**config.mk**
```make
export PLATFORM = sky130hd
export DESIGN_NAME = pch_queue
export DESIGN_NICKNAME = d
export VERILOG_FILES = /design/src/design/pch_pkg.sv /design/src/design/pch_queue.sv
export SDC_FILE = /design/constraint.sdc
export NUM_CORES = 1
export LEC_CHECK = 0
export BUFFER_PORTS_ARGS = -buffer_cell sky130_fd_sc_hd__buf_2
export CORE_ASPECT_RATIO = 1.25
export CORE_MARGIN = 5
export CORE_UTILIZATION = 55
export DETAILED_ROUTE_END_ITERATION = 10
export PLACE_DENSITY = 0.81
export SKIP_LAST_GASP = 1
export SYNTH_ARGS = -nofsm -noshare
export SYNTH_HDL_FRONTEND = slang
export SYNTH_SLANG_ARGS = --single-unit
```
**constraint.sdc**
```tcl
create_clock -name clk -period 4.7 [get_ports clk]
set_clock_uncertainty 0.2 [all_clocks]
set_input_delay 0.94 -clock clk [delete_from_list [all_inputs] [get_ports clk]]
set_output_delay 0.94 -clock clk [all_outputs]
set_load 0.02 [all_outputs]
```
**src/design/pch_pkg.sv**
```systemverilog
// posterized color histogram: shared types, codes and the posterize function
// depends on nothing; pch_queue, pch_front, pch_back and the unit import it
`timescale 1ns / 1ps
`default_nettype none
package pch_pkg;

  // command codes
  localparam logic CMD_ADD  = 1'b0;
  localparam logic CMD_READ = 1'b1;

  // result status codes
  localparam logic [1:0] ST_HIT  = 2'd0;
  localparam logic [1:0] ST_NEW  = 2'd1;
  localparam logic [1:0] ST_OVF  = 2'd2;
  localparam logic [1:0] ST_READ = 2'd3;

  // configuration register indexes
  localparam logic [1:0] REG_IGNORE_BITS    = 2'd0;
  localparam logic [1:0] REG_MAX_COLORS     = 2'd1;
  localparam logic [1:0] REG_USE_IMPORTANCE = 2'd2;

  localparam logic [13:0] MAX_COLORS_RESET = 14'd8192;
  localparam logic [8:0]  BOOST_FULL       = 9'd256;
  localparam logic [8:0]  BOOST_HALF       = 9'd128;

  // work passed from the front to the back
  typedef struct packed {
    logic        cmd;
    logic [31:0] color;
    logic [8:0]  boost;
    logic        last;
    logic [15:0] bucket;
    logic [3:0]  way;
    logic        in_range;
  } pch_work_t;

  // one result transaction
  typedef struct packed {
    logic [1:0]  status;
    logic [13:0] distinct_count;
    logic        overflowed;
    logic        image_done;
    logic        entry_valid;
    logic [31:0] entry_color;
    logic [31:0] entry_weight;
  } pch_result_t;

  typedef enum logic [1:0] {F_IDLE, F_MOD, F_PUSH} pch_fstate_t;

  typedef enum logic [2:0] {B_CLEAR, B_IDLE, B_FILL, B_SCAN, B_SLOT, B_OUT} pch_bstate_t;

  // drop the low b bits and refill them from the top bits
  function automatic logic [7:0] posterize(input logic [7:0] c, input logic [2:0] b);
    logic [7:0] keep;
    logic [7:0] high;
    logic [3:0] sh;
    keep = (8'hFF >> b) << b;
    high = ~(8'hFF >> b);
    sh   = 4'd8 - {1'b0, b};
    return (c & keep) | ((c & high) >> sh);
  endfunction

endpackage
`default_nettype wire

```
**src/design/pch_queue.sv**
```systemverilog
// posterized color histogram: two entry work queue between front and back
// depends on pch_pkg
`timescale 1ns / 1ps
`default_nettype none
module pch_queue
  import pch_pkg::*;
(
  input  wire logic      clk,
  input  wire logic      rst,
  input  wire logic      push_valid,
  output logic           push_ready,
  input  wire pch_work_t push_data,
  output logic           pop_valid,
  input  wire logic      pop_ready,
  output pch_work_t      pop_data
);

  pch_work_t  slots [2];
  logic       wr_ptr;
  logic       rd_ptr;
  logic [1:0] fill;
  logic       do_push;
  logic       do_pop;

  assign push_ready = (fill != 2'd2);
  assign pop_valid  = (fill != 2'd0);
  assign pop_data   = slots[rd_ptr];
  assign do_push    = push_valid && push_ready;
  assign do_pop     = pop_valid && pop_ready;

  // storage
  always_ff @(posedge clk) begin
    if (do_push) begin
      slots[wr_ptr] <= push_data;
    end
  end

  // pointers and fill
  always_ff @(posedge clk) begin
    if (rst) begin
      wr_ptr <= 1'b0;
      rd_ptr <= 1'b0;
      fill   <= 2'd0;
    end else begin
      if (do_push) wr_ptr <= ~wr_ptr;
      if (do_pop) rd_ptr <= ~rd_ptr;
      if (do_push && !do_pop) fill <= fill + 2'd1;
      else if (do_pop && !do_push) fill <= fill - 2'd1;
    end
  end

endmodule
`default_nettype wire

```
# Word-level counts from Yosys, hierarchy flattened
# Memory sizes are Yosys's and may differ from the RTL's. A register that Yosys moved wholly into a read port is not among the register bits.
# Index checks and enable logic that the tools add are counted.
# classes
n_addsub,2
reduce_logical,8
n_mux,6
n_bitwise,2
n_eq_ne,1
# ops
cell,n
$logic_and 1x1->1,4
$mux 1,4
$mux 2,2
$reduce_bool 2->1,2
$add 2x1->2 const B,1
$logic_not 1->1,2
$ne 2x2->1 const B,1
$not 1->1,2
$sub 2x1->2 const B,1
# word_totals
memories,1
regBits,4
output_inout_bits,66
in_bits,68
mem_bits_rw,128
# mem_list
memory,depth,width,rd,rd_ports_with_merged_regs,write_ports,line,rtl
slots,2,64,1,1,1,pch_queue.sv:18,pch_work_t slots [2];

# Longest topological paths before layout
# Gate-level depths: netlist of run 1.
# logic_depth
ltp_word,6
ltp_mapped,6
mapped_depth_nobuf,6

# Worst setup path after synthesis of run 1
# No wires, ideal clock.
# synth_path
path_kind,in2reg
startpoint,input push_valid
endpoint,memory slots[1][0] in the netlist's numbering (enable)
required_ns,4.071
t_arrival_ns,2.495
cell_stages,1
path_slack_ns,1.576
path_cell_list,and3_1
# synth_between
elab_chain_cells,3
# synth_lines
item,line,rtl
from (decl),pch_queue.sv:10,"input wire logic push_valid,"
$logic_and 1x1->1,pch_queue.sv:28,assign do_push = push_valid && push_ready;
$mux 1,pch_queue.sv:33,if (do_push) begin
$mux 1 (not written as such),pch_queue.sv:34,slots[wr_ptr] <= push_data;
to (decl),pch_queue.sv:18,
# No other way between the ends.

==> results of run 1 <==
[power groups by stage]
stage / clock network, mW / registers [mW] / logic, mW
detailed placement: 0 / 1.57 / 0.904
floorplan: 0 / 1.54 / 0.646
global placement: 0 / 1.56 / 0.889
global route: 1.18 / 1.56 / 0.954
CTS: 1.12 / 1.54 / 0.910
finish: 1.10 / 1.54 / 0.891
[state kept, by name (all words and copies together) (netlist names), named ones only]
register	flops
fill	2
rd_ptr	1
slots	128
wr_ptr	1
[worst min-delay path, stage by stage (launching register included)]
cell and delay (ns):
dfxtp_1 0.33, xor2_1 0.08, nor2_1 0.07
[area by class of cell]
type | instances | share of cell area [%]
flip-flops and latches | 133 | 64.3
inverters | 1 | 0.0612
clock buffers | 22 | 7.05
well taps | 120 | 2.45
repair buffers | 138 | 11.5
multi-input cells | 82 | 13.7
clock inverters | 8 | 0.999
[metrics by stage]
| stage | utilization, % | total power [mW] | setup WS (ns) | instances | cell area [sq um] |
|---|---|---|---|---|---|
| after floorplan | - | 2.19 | 1.58 | 223 | 4840 |
| after global placement | 65.2 | 2.44 | 1.83 | 474 | 5640 |
| after detailed placement | 65.2 | 2.47 | 1.74 | 474 | 5640 |
| after CTS | 70.9 | 3.57 | 1.50 | 504 | 6140 |
| after global routing | 70.9 | 3.69 | 1.42 | 504 | 6140 |
| final | 70.9 | 3.53 | 1.55 | 504 | 6140 |
[synthesized netlist by cell type, types with 2 or more instances]
library cell and instances:
mux2_2 64, o21ai_0 2, xor2_1 3, edfxtp_1 128
a21oi_1 2, dfxtp_1 5, nor2_1 3, buf_4 6
[placed cells by master (no fill, tap or decap), types with 2 or more instances in the layout]
master,n
buf_2,133
clkbuf_1,5
nor2_1,3
xor2_1,3
clkinv_1,3
mux2_2,64
edfxtp_1,128
buf_4,5
a21oi_1,2
clkinv_2,4
o21ai_0,2
clkbuf_16,16
dfxtp_1,4
[cells by family after synthesis]
logic type	share of synthesized area, %
flip-flops	81.5
multiplexers	14.9
AND/OR/NAND/NOR	1.04
buffers and inverters	1.11
AO/OA/AOI/OAI	0.621
XOR/XNOR	0.543
adder cells (fa/ha/maj)	0.259
[how the worst max path moves through the flow]
| stage | from | endpoint | slack, ns |
|---|---|---|---|
| global placement | push_valid | slots[0][2]$_DFFE_PP_ | 1.83 |
| CTS | register | pop_data[34] | 1.50 |
| detailed placement | push_valid | slots[0][59]$_DFFE_PP_ | 1.74 |
| finish | register | pop_data[34] | 1.55 |
| global route | register | pop_data[34] | 1.42 |
| floorplan | push_valid | slots[1][0]$_DFFE_PP_ | 1.58 |
[per-layer routing]
metal | share of wire (%) | up-vias | wire [um]
met2 | 57 | 74 | 4970
met1 | 36 | 1210 | 3130
met3 | 6.0 | 14 | 529
met4 | 1.2 | 4 | 107
li1 | - | 1187 | -
met5 | 0.24 | - | 21
==> metrics.md, run 1 <==
| Metric | Value |
|---|---|
| Run status | finished, final reports clean |
| Post-CTS Setup Repair Bufs | 0 |
| Share of the synthesized area in the top cell type | about four fifths |
| HPWL after DPL | 5960 um |
| Slew Limit Headroom | 26.7% |
| Leak | 2.32 nW |
| Crit path time final | 3.15 ns |
| Post-route DRC | 0 |
| Core ar. | 0.00865 sq mm |
| Hold Crit Depth | 2 |
| Final wirelength | 8760 um |
| Average vias per placed instance | between 4 and 5 |
| Mapped Area | 0.00484 sq mm |
| Crit path depth | 3 |
| Synth unique cells | 18 |
| Nets | 442 |
| Worst-Skew Late Latency | around 0.50 ns |
| Max Root-Sink Buffers | 2 |
| GR Util met3 | 6.94% |
| Reg-to-Reg Start | fill[0]$_SDFFE_PP0P_ |
| Largest area contributor in the netlist | edfxtp_1 |
| Hold_buf cts | 0 |
| Post-route ant nets | 0 |
| Yosys Warn Count | 0 |
| Async SR Flop Fraction | 0% |
| FF-to-FF path depth | 4 |
| Slowest-stage cell, CP | dfxtp_2 |
| Combinational share of power | 25.3% |
| Reg area | 0.00395 sq mm |
| Starting Density | 55.9% |
| Fraction of layout cells with a size suffix above 1 | 59.6% |
| GRT busiest layer | met2 |
| Clock root buffer | clkbuf_8 |
| Worst hold start | rd_ptr$_SDFFE_PP0P_ |
| Remaining Overflow, GRT | 0 |
| PwrDens | ~570 mW/mm^2 |
| Die H | approximately 110 um |
| Cell family with most CP delay | buffers and inverters |
| WL per Instance | 17.4 um |
| Crit path arrival time | 2.01 ns |
| Switching pwr | 1000 uW |
| Int Pwr | between 2 and 3 mW |
| CP endpoint kind | output pin |
| Starting DRT DRC Count | 130 |
| Met2 global-route usage | between 30% and 40% |
| EDFF count, synth | about 130 |
| Post-cts resize count | 0 |
| Setup tns final | 0 ns |
| Register area share after synthesis | 81.5% |
| Reg clk slew, reported paths | 0.06 ns |
| Area of the multi-input gates | 841 sq um |
| Initial antenna violation count | 2 |
| Startpoint Class | register |
| Full die area | 0.0108 sq mm |
| Critical path class | register to output pin |
| Num ports | 134 |
| Worst VDD drop | 0.000357 V |
| First-pass GRT wire length | 13400 um |
| Vias in the first global route | 2611 |
| Synthesis-stage register bit count | 133 |
| CP bufs+invs | 2 |
| Clk sinks | 133 |
| TritonRoute pass-1 iters | 4 |
| Die Wd | 93.9 um |
| Fin crit share | around 67% |
| CP cell instances | buf_4, mux2_2, buf_2 |
| Final GP Congestion | 0.728 |
| Max cap viols | 0 |
| Final hold vios | 0 |
| Mapped Avg Cell Area | between 20 and 25 sq um |
| Rows | 38 |
| Met1 usage | 18.3% |
| DR vias | 2489 |
| Critical path required time | 3.56 ns |
| Clock network fraction of total power | 31.1% |
| Slowest stage delay, CP | ~0.53 ns |
| Largest cells by area after synthesis | edfxtp_1 79%, mux2_2 15%, dfxtp_1 2.1% |
| RSZ-0062 raised after global routing | false |
| R2r endpoint | slots[0][2]$_DFFE_PP_ |
| Part of the power in registers | 43.7% |
| Largest fanout on the critical path | 27 |
| Total track usage | 17.2% |
| Largest net degree at the start of global routing | 51 |
| CTS tree | yes |
| Worst slew pin tran | 1.10 ns |
| Fillers | 562 |
| CTS buffer count | 17 |
| Area growth syn-to-layout | 26.9% |
| HP Class | register to register |
| R2R Setup Slk | 2.22 ns |
| Final hold slack | 0.318 ns |
| Slew Limit Fails | 0 |
| Maximum clock rate | around 320 MHz |
| Post-synth top flop | edfxtp_1 |
| I/O Buffers | approximately 130 |
| H-tree Lvls | 4 |
| Sw frac | 28.3% |
| Mapped Cells | approximately 220 |
| N_diodes | 0 |
| Post-Syn Nets | roughly 300 |
| Final setup fails | 0 |
(Power assumes the default switching activity.)
==> run 2: changes to the inputs <==
--- a/config.mk
+++ b/config.mk
@@ -8,9 +8,9 @@
 export BUFFER_PORTS_ARGS = -buffer_cell sky130_fd_sc_hd__buf_2
 export CORE_ASPECT_RATIO = 1.25
 export CORE_MARGIN = 5
-export CORE_UTILIZATION = 55
+export CORE_UTILIZATION = 52
 export DETAILED_ROUTE_END_ITERATION = 10
-export PLACE_DENSITY = 0.81
+export PLACE_DENSITY = 0.77
 export SKIP_LAST_GASP = 1
 export SYNTH_ARGS = -nofsm -noshare
 export SYNTH_HDL_FRONTEND = slang
==> constraint.sdc (replaced) <==
create_clock -name clk -period 3 [get_ports clk]
set_clock_uncertainty 0.2 [all_clocks]
set_input_delay 0.6 -clock clk [delete_from_list [all_inputs] [get_ports clk]]
set_output_delay 0.6 -clock clk [all_outputs]
set_load 0.02 [all_outputs]
==> run 2 against run 1 <==
Net effect: global-route usage decreased by 1.2 points; wire length fell by 2.1%; largest power group unchanged; highest routed layer unchanged; setup slack got worse by 1.1 ns; utilization decreased by 1.3 points.
==> metrics.md, run 2 (synthesized netlist as in run 1, its figures left out) <==
| Metric | Value |
|---|---|
| Leak | 2.41 nW (+3.7%) |
| Slew Limit Headroom | 63.3% (+37 points) |
| Final wirelength | 8570 um (-2.1%) |
| WL per Instance | 16.8 um (-3.2%) |
| End of the worst hold path | slots[1][42]$_DFFE_PP_ |
| CP bufs+invs | 2 (unchanged) |
| Post-route ant nets | 0 (unchanged) |
| Slew Limit Fails | 0 (unchanged) |
| Tot Pwr | 6.13 mW (+74%) |
| HP Class | input port to register |
| Post-cts resize count | 0 (unchanged) |
| Register name with the most flops | slots |
| R2r endpoint | slots[0][24]$_DFFE_PP_ |
| I/O Buffers | 133 (unchanged) |
| Crit path arrival time | 1.76 ns (-0.25 ns) |
| RSZ-0062 raised after global routing | false |
| R2R Setup Slk | 1.04 ns (-1.18 ns) |
| PwrDens | 966 mW/mm^2 (+68%) |
| Largest fanout on the critical path | 42 (+56%) |
| DR vias | 2457 (-1.3%) |
| Startpoint Class | register |
| First-pass GRT wire length | 13100 um (-2.2%) |
| Run status | finished, final reports clean |
| CTS tree | yes |
| Cell family with most CP delay | buffers and inverters |
| Reg-to-Reg Start | fill[0]$_SDFFE_PP0P_ |
| Clock root buffer | clkbuf_16 |
| Largest regs | slots: 128 flops, fill: 2 flops |
| Remaining Overflow, GRT | 0 (unchanged) |
| Critical path required time | 2.20 ns (-1.36 ns) |
| Starting DRT DRC Count | 69 (-47%) |
| Hold Crit Depth | 1 (-1) |
| Slowest-stage cell, CP | buf_4 |
| Initial antenna violation count | 1 (-1) |
| Area growth syn-to-layout | 31.2% |
| Num ports | 134 (unchanged) |
| Reg clk slew, reported paths | 0.06 ns (about the same) |
| Hold_buf cts | 0 (unchanged) |
| Worst VDD drop | 0.000622 V (+74%) |
| TritonRoute pass-1 iters | 4 (unchanged) |
| Die Wd | 96.3 um (+2.5%) |
| Critical path class | register to output pin |
| Largest net degree at the start of global routing | 43 (-16%) |
| Total track usage | 16.0% (-1.2 points) |
| Post-route DRC | 0 (unchanged) |
| Leading cell type in the layout, fill and taps excluded | buf_2 |
| Max Root-Sink Buffers | 2 (unchanged) |
| Final setup fails | 0 (unchanged) |
| Final GP Congestion | 0.718 (-1.3%) |
| Rows | 39 (+2.6%) |
| Worst slew pin tran | 0.550 ns (-0.548 ns) |
| N_diodes | 0 (unchanged) |
| Setup tns final | 0 ns (unchanged) |
| CP endpoint kind | output pin |
| Number of flip-flops in the largest register | 128 (unchanged) |
| HPWL after DPL | 5820 um (-2.4%) |
| Starting Density | 53.0% (-2.9 points) |
| Crit path time final | 2.56 ns |
| Fraction of layout cells with a size suffix above 1 | 61.8% (+2.1 points) |
| CTS buffer count | 17 (unchanged) |
| H-tree Lvls | 4 (unchanged) |
| Die H | 118 um (+2.6%) |
| Nets | 443 (+0.23%) |
| Maximum clock rate | 391 MHz |
| Worst hold start | push_data[42] |
| Final core occ | 69.6% (-1.3 points) |
| Fin crit share | 85.3% |
| Slowest stage delay, CP | 0.43 ns (-0.10 ns) |
| Post-CTS Setup Repair Bufs | 0 (unchanged) |
| Full die area | 0.0113 sq mm (+5.2%) |
| Average vias per placed instance | 4.82 (-2.4%) |
| Worst-Skew Late Latency | 0.40 ns (-0.10 ns) |
| Clk sinks | 133 (unchanged) |
| Commonest cells after routing, fill and taps aside | 133 x buf_2, 128 x edfxtp_1, 64 x mux2_2 |
| Core ar. | 0.00913 sq mm (+5.5%) |
| Max cap viols | 0 (unchanged) |
| FF-to-FF path depth | 4 (unchanged) |
| Final hold vios | 0 (unchanged) |
| Vias in the first global route | 2700 (+3.4%) |
| CP cell instances | buf_4, mux2_2, buf_2 |
-- run 2: cell count changes in the layout (fill, tap and decap cells not counted) --
cell        before  now
buf_12           0    1
bufinv_16        1    6
clkbuf_1         5    1
clkbuf_16       16   17
clkbuf_8         1    2
clkinv_1         3    0
clkinv_2         4    1
clkinv_4         0    2
clkinvlp_4       0    3
-- run 2: power by group --
group	switching, mW	internal [mW]	total (mW)
clock network	0.719	1.60	2.32
registers	0.0651	2.32	2.39
logic	0.848	0.574	1.42
-- run 2: worst register-to-register path, delay by kind of cell, from the launching register on --
family / cells / cell delay [ns]
flops: 1 / 0.40
simple gates: 2 / 0.34
buf+inv: 2 / 0.69
-- run 2: how the worst max path moves through the flow --
stage                                     from                     to  slack, ns  depth (start not counted)
after floorplan           fill[0]$_SDFFE_PP0P_  slots[1][0]$_DFFE_PP_       0.09                          2
after global placement                register           pop_data[61]       0.87                          3
after detailed placement              register           pop_data[59]       0.86                          3
after CTS                             register            pop_data[1]       0.40                          3
after global routing                  register           pop_data[19]       0.37                          3
final                                 register           pop_data[61]       0.44                          3
-- run 2: through the flow --
stage | worst slack, ns | area [sq um] | std cells | hold WS (ns)
after floorplan | 0.0899 | 4840 | 223 | 0.271
after global placement | 0.870 | 5670 | 478 | 0.284
after detailed placement | 0.861 | 5670 | 478 | 0.295
after CTS | 0.404 | 6350 | 510 | 0.162
after global routing | 0.366 | 6350 | 510 | 0.160
final | 0.440 | 6350 | 510 | 0.180
-- run 2: per-layer routing --
layer	vias up	wire length [um]	track usage, %
met3	13	544	5.56
met2	87	4530	26.1
li1	1188	-	-
met4	2	147	8.54
met1	1167	3330	18.0
met5	-	20	0
-- run 2: area by class of cell --
class / count / area (sq um)
clock buffer: 20 / 457
clock inverter: 12 / 225
fill: 587 / 2780
inverter: 1 / 3.75
multi-input combinational: 82 / 841
sequential: 133 / 3950
tap: 123 / 154
timing repair buffer: 139 / 723
==> run 3: changes to the inputs <==
--- a/config.mk
+++ b/config.mk
@@ -11,6 +11,7 @@
 export CORE_UTILIZATION = 52
 export DETAILED_ROUTE_END_ITERATION = 10
 export PLACE_DENSITY = 0.77
+export REMOVE_ABC_BUFFERS = 1
 export SKIP_LAST_GASP = 1
 export SYNTH_ARGS = -nofsm -noshare
 export SYNTH_HDL_FRONTEND = slang
==> run 3 against run 2 <==
Net effect: wire length grew 2.9%; highest routed layer is now met4; clock-buffer cell count is the same; final cell count down 0.39%; fmax increased by 3.5%; utilization down 1.2 points; non-clock buffer count decreased by 2; sequential share of layout area rose by 1.1 points; sequential cell count unchanged; via count grew 0.69%; critical path depth stayed put; global-route usage up 0.44 points.
==> metrics.md, run 3 (synthesized netlist as in run 1, its figures left out) <==
| Metric | Value |
|---|---|
| CTS tree | yes |
| HPWL after DPL | 5720 um (-1.6%) |
| Final GP Congestion | 0.720 (+0.24%) |
| Commonest cells after routing, fill and taps aside | 133 x buf_2, 128 x edfxtp_1, 64 x mux2_2 |
| Leading cell type in the layout, fill and taps excluded | buf_2 |
| RSZ-0062 raised after global routing | false |
| Remaining Overflow, GRT | 0 (unchanged) |
| Number of flip-flops in the largest register | 128 (unchanged) |
| Die Wd | 96.3 um (unchanged) |
| Slew Limit Fails | 0 (unchanged) |
| Total track usage | 16.4% (+0.44 points) |
| Post-cts resize count | 0 (unchanged) |
| WL per Instance | 17.4 um (+3.3%) |
| Full die area | 0.0113 sq mm (unchanged) |
| Worst slew pin tran | 0.421 ns (-0.130 ns) |
| Final setup fails | 0 (unchanged) |
| Average vias per placed instance | 4.87 (+1.1%) |
| Worst-Skew Late Latency | 0.41 ns (about the same) |
| Slew Limit Headroom | 72.0% (+8.6 points) |
| Final wirelength | 8830 um (+2.9%) |
| Crit path arrival time | 1.67 ns (-0.09 ns) |
| Final instance area | 0.00624 sq mm (-1.8%) |
| DR vias | 2474 (+0.69%) |
| Vias in the first global route | 2692 (-0.30%) |
| Leak | 2.36 nW (-2.2%) |
| Run status | finished, final reports clean |
| Final hold vios | 0 (unchanged) |
| I/O Buffers | 133 (unchanged) |
| Largest fanout on the critical path | 32 (-24%) |
| DP Area | 0.00566 sq mm (about the same) |
| Max Root-Sink Buffers | 2 (unchanged) |
| CP endpoint kind | output pin |
| N_diodes | 0 (unchanged) |
| Critical path required time | 2.20 ns (about the same) |
| Clock root buffer | clkbuf_16 |
| Slowest stage delay, CP | 0.41 ns (-0.02 ns) |
| CTS buffer count | 17 (unchanged) |
| FF-to-FF path depth | 5 (+1) |
| Rows | 39 (unchanged) |
| Crit path time final | 2.47 ns (-0.0857 ns) |
| Hold_buf cts | 0 (unchanged) |
| Area growth syn-to-layout | 28.9% |
| Critical path class | register to output pin |
| Largest net degree at the start of global routing | 65 (+51%) |
| Hold Crit Depth | 1 (unchanged) |
| Starting Density | 53.0% (unchanged) |
| TritonRoute pass-1 iters | 4 (unchanged) |
| Starting DRT DRC Count | 150 (+120%) |
| Initial antenna violation count | 0 (-1) |
| H-tree Lvls | 4 (unchanged) |
| Setup tns final | 0 ns (unchanged) |
| Largest regs | slots: 128 flops, fill: 2 flops |
| Die H | 118 um (unchanged) |
| PwrDens | 928 mW/mm^2 (-3.9%) |
| Clk sinks | 133 (unchanged) |
| Num ports | 134 (unchanged) |
| Fin crit share | 82.5% (-2.9 points) |
| Fraction of layout cells with a size suffix above 1 | 60.0% (-1.8 points) |
| Startpoint Class | register |
| Maximum clock rate | 404 MHz (+3.5%) |
| Post-route ant nets | 0 (unchanged) |
| CP cell instances | buf_4, mux2_2, buf_2 |
| Worst VDD drop | 0.000580 V (-6.7%) |
| Post-route DRC | 0 (unchanged) |
| Post-CTS Setup Repair Bufs | 0 (unchanged) |
| Reg clk slew, reported paths | 0.05 ns (about the same) |
| Slowest-stage cell, CP | mux2_2 |
| Register name with the most flops | slots |
| Nets | 441 (-0.45%) |
| HP Class | input port to register |
| Max cap viols | 0 (unchanged) |
| Core ar. | 0.00913 sq mm (unchanged) |
| First-pass GRT wire length | 13400 um (+1.8%) |
## run 3: changes by cell type in the layout (fill, tap and decap cells not counted)
cell	previous run	this run
buf_12	1	2
buf_4	5	2
bufinv_16	6	3
clkbuf_1	1	3
clkbuf_8	2	0
clkinv_1	0	4
clkinv_2	1	3
clkinv_4	2	1
clkinvlp_4	3	1
## run 3: path summary, 6_finish.rpt
| kind | from | to | slack, ns |
|---|---|---|---|
| max | register | pop_data[42] | 0.53 |
| min | push_data[45] | slots[0][45]$_DFFE_PP_ | 0.18 |
| max reg2reg | fill[0]$_SDFFE_PP0P_ | fill[1]$_SDFFE_PP0P_ | 1.15 |
| min reg2reg | rd_ptr$_SDFFE_PP0P_ | register | 0.31 |
## run 3: layer usage
metal  wire (um)  global-route usage, %  up-vias
met2        4870                   27.2       76
li1            -                      -     1180
met3         605                   8.18       12
met4         197                   7.21        0
met5           0                      0        -
met1        3150                   17.2     1206
## run 3: report_power, final
| group | internal (mW) | total, mW | switching (mW) |
|---|---|---|---|
| logic | 0.573 | 1.43 | 0.856 |
| registers | 2.32 | 2.39 | 0.0619 |
| clock network | 1.29 | 1.97 | 0.684 |
## run 3: cell type report
type,instances,area [sq um]
multi-input cells,82,841
fillers,625,2890
clock inverters,12,136
well taps,123,154
inverters,1,3.75
clock buffers,20,437
repair buffers,137,721
flip-flops and latches,133,3950
## run 3: critical path: cells and delay by family, from the launching register on
family,cells,cell delay (ns)
buffers and inverters,2,0.54
DFF,1,0.32
muxes,1,0.41
## run 3: through the flow
step | power, mW | utilization [%] | instances | hold WS [ns] | worst slack [ns]
floorplan | 3.39 | - | 216 | 0.271 | 0.0452
global placement | 3.85 | 62.1 | 476 | 0.286 | 0.923
detailed placement | 3.88 | 62.1 | 476 | 0.300 | 0.923
CTS | 5.87 | 68.4 | 508 | 0.158 | 0.469
global route | 6.05 | 68.4 | 508 | 0.152 | 0.433
finish | 5.79 | 68.4 | 508 | 0.181 | 0.525
